### config.mk
export PLATFORM = sky130hd
export DESIGN_NAME = euclid_gcd_unit
export DESIGN_NICKNAME = d
export VERILOG_FILES = /design/src/hw/rtl/egcd_pkg.sv /design/src/hw/rtl/egcd_datapath.sv /design/src/hw/rtl/egcd_ctrl.sv /design/src/hw/rtl/euclid_gcd_unit.sv
export SDC_FILE = /design/constraint.sdc
export NUM_CORES = 1
export LEC_CHECK = 0
export BUFFER_PORTS_ARGS = -buffer_cell sky130_fd_sc_hd__buf_4
export CORE_UTILIZATION = 60
export DETAILED_ROUTE_END_ITERATION = 16
export HOLD_SLACK_MARGIN = 0.15
export PLACE_DENSITY = 0.88
export SETUP_SLACK_MARGIN = 0.1
export SLEW_MARGIN = 0
export SYNTH_ARGS = -nofsm -noshare
export SYNTH_HDL_FRONTEND = slang
export SYNTH_SLANG_ARGS = --single-unit
### constraint.sdc
create_clock -name clk -period 7.95 [get_ports clk]
set_input_delay 0.795 -clock clk [delete_from_list [all_inputs] [get_ports clk]]
set_output_delay 0.795 -clock clk [all_outputs]
set_load 0.03 [all_outputs]
### src/hw/rtl/egcd_pkg.sv
// Shared types and constants for the Euclid GCD unit.
package egcd_pkg;

	localparam int DATA_WIDTH = 32;
	localparam int FIELD_W    = 32;
	localparam int CNT_W      = $clog2(DATA_WIDTH);

	typedef struct packed {
		logic [FIELD_W-1:0] operand_a;
		logic [FIELD_W-1:0] operand_b;
	} in_t;

	typedef struct packed {
		logic [FIELD_W-1:0] divisor_out;
		logic               zero_operand;
	} out_t;

	typedef struct packed {
		logic load;
		logic step;
		logic swap;
		logic capture;
	} dp_cmd_t;

	typedef struct packed {
		logic y_zero;
	} dp_sts_t;

endpackage

### src/hw/rtl/egcd_datapath.sv
// Datapath of the Euclid GCD unit: operand pair, restoring divider and output register.
module egcd_datapath (
	input  logic            clk,
	input  egcd_pkg::in_t   src_data,
	input  egcd_pkg::dp_cmd_t cmd,
	output egcd_pkg::dp_sts_t sts,
	output egcd_pkg::out_t  dst_data
);
	import egcd_pkg::*;

	logic [DATA_WIDTH-1:0] x_q;
	logic [DATA_WIDTH-1:0] y_q;
	logic [DATA_WIDTH-1:0] d_q;
	logic [DATA_WIDTH-1:0] r_q;
	logic                  flag_q;
	out_t                  out_q;

	logic [DATA_WIDTH:0]   trial;
	logic [DATA_WIDTH:0]   diff;
	logic [DATA_WIDTH-1:0] r_next;
	logic [DATA_WIDTH-1:0] a_in;
	logic [DATA_WIDTH-1:0] b_in;

	assign a_in  = DATA_WIDTH'(src_data.operand_a);
	assign b_in  = DATA_WIDTH'(src_data.operand_b);
	assign trial = {r_q, d_q[DATA_WIDTH-1]};
	assign diff  = trial - {1'b0, y_q};
	// Restore when the shifted remainder is below the divisor.
	assign r_next = diff[DATA_WIDTH] ? trial[DATA_WIDTH-1:0] : diff[DATA_WIDTH-1:0];

	always_ff @(posedge clk) begin
		if (cmd.load) begin
			x_q    <= a_in;
			y_q    <= b_in;
			d_q    <= a_in;
			r_q    <= '0;
			flag_q <= (b_in == '0);
		end else if (cmd.step) begin
			d_q <= {d_q[DATA_WIDTH-2:0], 1'b0};
			r_q <= r_next;
		end else if (cmd.swap) begin
			// (x, y) becomes (y, x mod y); the new dividend is the old divisor.
			x_q <= y_q;
			y_q <= r_q;
			d_q <= y_q;
			r_q <= '0;
		end
		if (cmd.capture) begin
			out_q.divisor_out  <= FIELD_W'(x_q);
			out_q.zero_operand <= flag_q;
		end
	end

	assign sts.y_zero = (y_q == '0);
	assign dst_data   = out_q;

endmodule

### src/hw/rtl/egcd_ctrl.sv
// Controller of the Euclid GCD unit: sequences division steps and handles both handshakes.
module egcd_ctrl (
	input  logic              clk,
	input  logic              arst_n,
	input  logic              src_valid,
	output logic              src_stall,
	output logic              dst_valid,
	input  logic              dst_stall,
	input  egcd_pkg::dp_sts_t sts,
	output egcd_pkg::dp_cmd_t cmd
);
	import egcd_pkg::*;

	typedef enum logic [1:0] {
		ST_IDLE,
		ST_DIV,
		ST_NEXT,
		ST_DONE
	} state_t;

	state_t           state_q;
	logic [CNT_W-1:0] cnt_q;
	logic             out_valid_q;
	logic             out_free;
	logic             cnt_last;

	assign out_free = !out_valid_q || !dst_stall;
	assign cnt_last = (cnt_q == CNT_W'(DATA_WIDTH - 1));

	always_comb begin
		cmd = '0;
		unique case (state_q)
			ST_IDLE: cmd.load    = src_valid;
			ST_DIV:  cmd.step    = !sts.y_zero;
			ST_NEXT: cmd.swap    = 1'b1;
			ST_DONE: cmd.capture = out_free;
			default: cmd = '0;
		endcase
	end

	always_ff @(posedge clk or negedge arst_n) begin
		if (!arst_n) begin
			state_q     <= ST_IDLE;
			cnt_q       <= '0;
			out_valid_q <= 1'b0;
		end else begin
			if (cmd.capture) begin
				out_valid_q <= 1'b1;
			end else if (!dst_stall) begin
				out_valid_q <= 1'b0;
			end
			unique case (state_q)
				ST_IDLE: begin
					if (src_valid) begin
						state_q <= ST_DIV;
						cnt_q   <= '0;
					end
				end
				ST_DIV: begin
					if (sts.y_zero) begin
						state_q <= ST_DONE;
					end else begin
						cnt_q <= cnt_q + 1'b1;
						if (cnt_last) begin
							state_q <= ST_NEXT;
						end
					end
				end
				ST_NEXT: begin
					state_q <= ST_DIV;
					cnt_q   <= '0;
				end
				ST_DONE: begin
					// Hold until the output register is free for the transaction.
					if (out_free) begin
						state_q <= ST_IDLE;
					end
				end
				default: state_q <= ST_IDLE;
			endcase
		end
	end

	assign src_stall = (state_q != ST_IDLE);
	assign dst_valid = out_valid_q;

endmodule

### src/hw/rtl/euclid_gcd_unit.sv
// Top level of the Euclid GCD unit.
//
//  channel | direction | handshake            | payload
//  src     | in        | src_valid/src_stall  | operand_a, operand_b
//  dst     | out       | dst_valid/dst_stall  | divisor_out, zero_operand
//
// The result is captured after k remainder steps, and the next input transaction is taken after
// that, k being the number of remainder steps (0 when operand_b is zero); each remainder comes
// from DATA_WIDTH steps of a one-bit-per-cycle restoring divider and a swap.
// Reset clears the controller and the output valid; operand registers are not reset.
// A finished result sits in the output register, so a new transaction is taken while it
// waits; a stalled output only holds the next result back once that one is done.
module euclid_gcd_unit (
	input  logic           clk,
	input  logic           arst_n,
	input  logic           src_valid,
	output logic           src_stall,
	input  egcd_pkg::in_t  src_data,
	output logic           dst_valid,
	input  logic           dst_stall,
	output egcd_pkg::out_t dst_data
);
	import egcd_pkg::*;

	dp_cmd_t cmd;
	dp_sts_t sts;

	egcd_ctrl u_ctrl (
		.clk       (clk),
		.arst_n    (arst_n),
		.src_valid (src_valid),
		.src_stall (src_stall),
		.dst_valid (dst_valid),
		.dst_stall (dst_stall),
		.sts       (sts),
		.cmd       (cmd)
	);

	egcd_datapath u_datapath (
		.clk      (clk),
		.src_data (src_data),
		.cmd      (cmd),
		.sts      (sts),
		.dst_data (dst_data)
	);

endmodule

==> impl_metrics.yaml <==
yosys:
  avgSynthCellArea_um2: 10.7
  ys_seq_elements: 170
  synth_edf_count: 130
  async_flop_share_pct: 4.71
  postSynthCellCount: 813
  synth_flop_cell: "edfxtp_1"
  ys_warn_count: 0
  ys_types: 54
  syn-num-nets: 916
  seq_area_frac_synth_pct: 54.7
  syn_area_mm2: 0.00868
timing:
  finalSetupTns_ns: 0
  period_needed_ns: 3.66
  timing.fmax_ghz: 0.273
  period_share_pct: 46.0
  slew_headroom_pct: 14.1
  tightest_slew_ns: 1.29
  layout_setup_ws_ns: 4.29
  final_max_slew_viol_count: 0
  setup_viol: 0
  timing.final.hold_violations: 0
  grt_setup_unrepaired: "false"
  fin_worst_skew_ns: 0.00988
clock_tree:
  clock_latency_ns: 0.43
  root_buffer: "clkbuf_16"
  cts_buffers: 17
  htreeDepth: 4
  post_cts_buffers: 0
  ctsResizeCount: 0
  cts_tree: "built"
  postCtsHoldBufs: 0
  cts_buffer_depth: 2
  cts.sinks: 170
  cts.reportedPaths.clkPinSlew_ns: 0.07
finish:
  num_antenna_cells: 0
  final_util_pct: 72.7
  multiInputGateArea_mm2: 0.00363
  syn_to_final_growth_pct: 17.1
  num-nets-final: 1010
  stdcell_area_mm2: 0.0102
  final_cell_mix: "155 x nand2_1, 130 x edfxtp_1, 107 x buf_4, 51 x o21ai_0, 44 x inv_1"
  drive_gt1_share_pct: 20.5
  fillCellCount: 901
  layout_commonest_cell: "nand2_1"
  seq_area_mm2: 0.00474
power:
  switching_share_pct: 39.7
  p_comb_share_pct: 46.9
  p_sw_mw: 1.76
  power_mw: 4.42
  seqPwrFrac_pct: 34.4
  power_frac_clock_pct: 18.7
  intPower_mw: 2.67
  powerDensity_mw_per_mm2: 435
  ir_worst_vdd_mv: 0.197
  p_leak_nw: 4.15
floorplan:
  die_area_mm2: 0.0149
  die_w_um: 122
  rows: 43
  ios: 103
  core_mm2: 0.0140
  die_h_um: 122
  start_util_pct: 62.0
worst_setup_path:
  crit_end: "u_datapath.d_q[27]"
  required_ns: 8.23
  reg2reg_to: "u_datapath.d_q[27]"
  arrival_ns: 3.94
  endpoint_kind: "flop"
  r2r_setup_slack_ns: 4.29
  r2r_start: "u_datapath.y_q[26]"
  worstRegToRegCells: 8
  start_kind: "flop"
  crit_path_max_fanout: 45
  cp-startpoint: "u_datapath.y_q[26]"
  criticalPathCategory: "flop to flop"
placed_design:
  place_worst_setup_slack_ns: 4.43
  dpl-instance-area_mm2: 0.00958
  hpwlAfterDp_um: 15300
  gp_congestion: 0.944
  io_buffers: 102
routing:
  wl_per_cell_um: 20.4
  drt_wl_total_um: 22400
  drcViolationCount: 0
  first_iter_violations: 902
  final_antenna_net_count: 0
  drt_first_pass_iters: 8
  vias: 6904
  viasPerCell: 6.28
min_path:
  hp-class: "input pin to async pin"
global_route:
  grt_pass1_vias: 6509
  overflow: 0
  grt_max_degree: 98
  grt_antenna_before_repair: 0
  grt_pass1_wl_um: 34100
  grtUsageTotal_pct: 30.5
flow_run:
  maxCapViolations: 0
outcome:
  outcome: "complete, no violations"
==> stage by stage <==
stage | cells | hold slack (ns)
after floorplan | 813 | 0.400
after global placement | 1068 | 0.400
after detailed placement | 1068 | 0.405
after CTS | 1099 | 0.176
after global routing | 1099 | 0.180
final | 1099 | 0.175
==> layout make-up <==
class                           count  area share (%)
Timing Repair Buffer              107            7.90
Tap cell                          180            2.22
Clock inverter                     14            1.59
Sequential cell                   170            46.7
Multi-Input combinational cell    566            35.8
Clock buffer                       17            4.19
Inverter                           45            1.66
==> worst max-delay path, stage by stage, from the launching register on <==
cell,delay (ns)
edfxtp_1,0.48
nor4_1,0.58
nand4_1,0.27
o21bai_1,0.38
nor2_2,0.09
buf_4,0.31
nor2_2,0.99
nand2_1,0.23
nand3_1,0.17
==> cells by family (layout without fill, tap and decap cells) <==
kind of cell	after synthesis	after routing	share of synthesized area, %
DFF	170	170	54.7
xor gates and xnor gates	30	30	3.24
muxes	61	61	7.51
and+or+nand+nor	277	277	14.2
AOI/OAI and AO/OA	163	163	11.5
adders and majority gates	35	35	5.13
buffers and inverters	77	183	3.72
==> Yosys cell counts (2+ instances only) <==
| master | count | area, um2 |
|---|---|---|
| and3_1 | 8 | 50.1 |
| clkbuf_1 | 29 | 109 |
| o21a_1 | 5 | 37.5 |
| dfrtp_1 | 8 | 200 |
| mux2_2 | 33 | 372 |
| nand3b_1 | 2 | 15.0 |
| o211ai_1 | 5 | 37.5 |
| buf_8 | 3 | 45.0 |
| nand3_1 | 42 | 210 |
| xnor2_1 | 12 | 105 |
| and2_1 | 3 | 18.8 |
| nand2_1 | 155 | 582 |
| nor2b_1 | 5 | 31.3 |
| o21bai_1 | 4 | 30.0 |
| a221o_1 | 2 | 20.0 |
| a211oi_1 | 5 | 37.5 |
| nor2_1 | 24 | 90.1 |
| a31oi_1 | 5 | 31.3 |
| nand4_1 | 11 | 68.8 |
| xor2_1 | 17 | 149 |
| o21ai_1 | 20 | 100 |
| nor3_1 | 3 | 15.0 |
| edfxtp_1 | 130 | 3900 |
| ha_1 | 34 | 425 |
| or2_2 | 4 | 25.0 |
| o21ai_0 | 51 | 255 |
| nor4_1 | 16 | 100 |
| inv_1 | 45 | 169 |
| o221ai_1 | 3 | 26.3 |
| a21oi_1 | 32 | 160 |
| mux2i_1 | 28 | 280 |
| dfxtp_1 | 32 | 641 |
| a221oi_1 | 2 | 17.5 |
| a21o_1 | 15 | 113 |
==> registers in the layout, summed over array words and instances, names as in the netlist <==
| name | count |
|---|---|
| u_datapath.dst_data | 33 |
| u_datapath.d_q | 32 |
| u_datapath.r_q | 32 |
| u_datapath.x_q | 32 |
| u_datapath.y_q | 32 |
| u_ctrl.cnt_q | 5 |
| u_ctrl.state_q | 2 |
| u_ctrl.dst_valid | 1 |
| u_datapath.flag_q | 1 |
==> power by group through the flow <==
| stage | Sequential (mW) | Clock [mW] | Combinational [mW] |
|---|---|---|---|
| floorplan | 1.49 | 0 | 1.60 |
| global placement | 1.51 | 0 | 1.94 |
| detailed placement | 1.52 | 0 | 2.00 |
| CTS | 1.51 | 0.822 | 2.04 |
| global route | 1.54 | 0.858 | 2.26 |
| finish | 1.52 | 0.827 | 2.07 |
==> per-layer routing <==
| layer | wire length, um | global-route usage (%) | vias to the layer above |
|---|---|---|---|
| met2 | 10500 | 48.7 | 456 |
| li1 | - | - | 3147 |
| met3 | 2490 | 6.78 | 60 |
| met1 | 8680 | 40.0 | 3241 |
| met5 | 0 | 0 | - |
| met4 | 820 | 13.0 | 0 |
==> worst min path at each step <==
| stage | endpoint | slack, ns | depth (start not counted) |
|---|---|---|---|
| 2_1_floorplan | u_datapath.dst_data[0] | 0.40 | 0 |
| 3_3_place_gp | u_datapath.dst_data[22] | 0.40 | 0 |
| 3_5_place_dp | u_datapath.dst_data[11] | 0.40 | 0 |
| 4_1_cts | u_ctrl.cnt_q[3] | 0.18 | 1 |
| 5_1_grt | u_ctrl.cnt_q[1] | 0.18 | 1 |
| 6_report | u_ctrl.cnt_q[1] | 0.18 | 1 |
(Power assumes the default switching activity.)
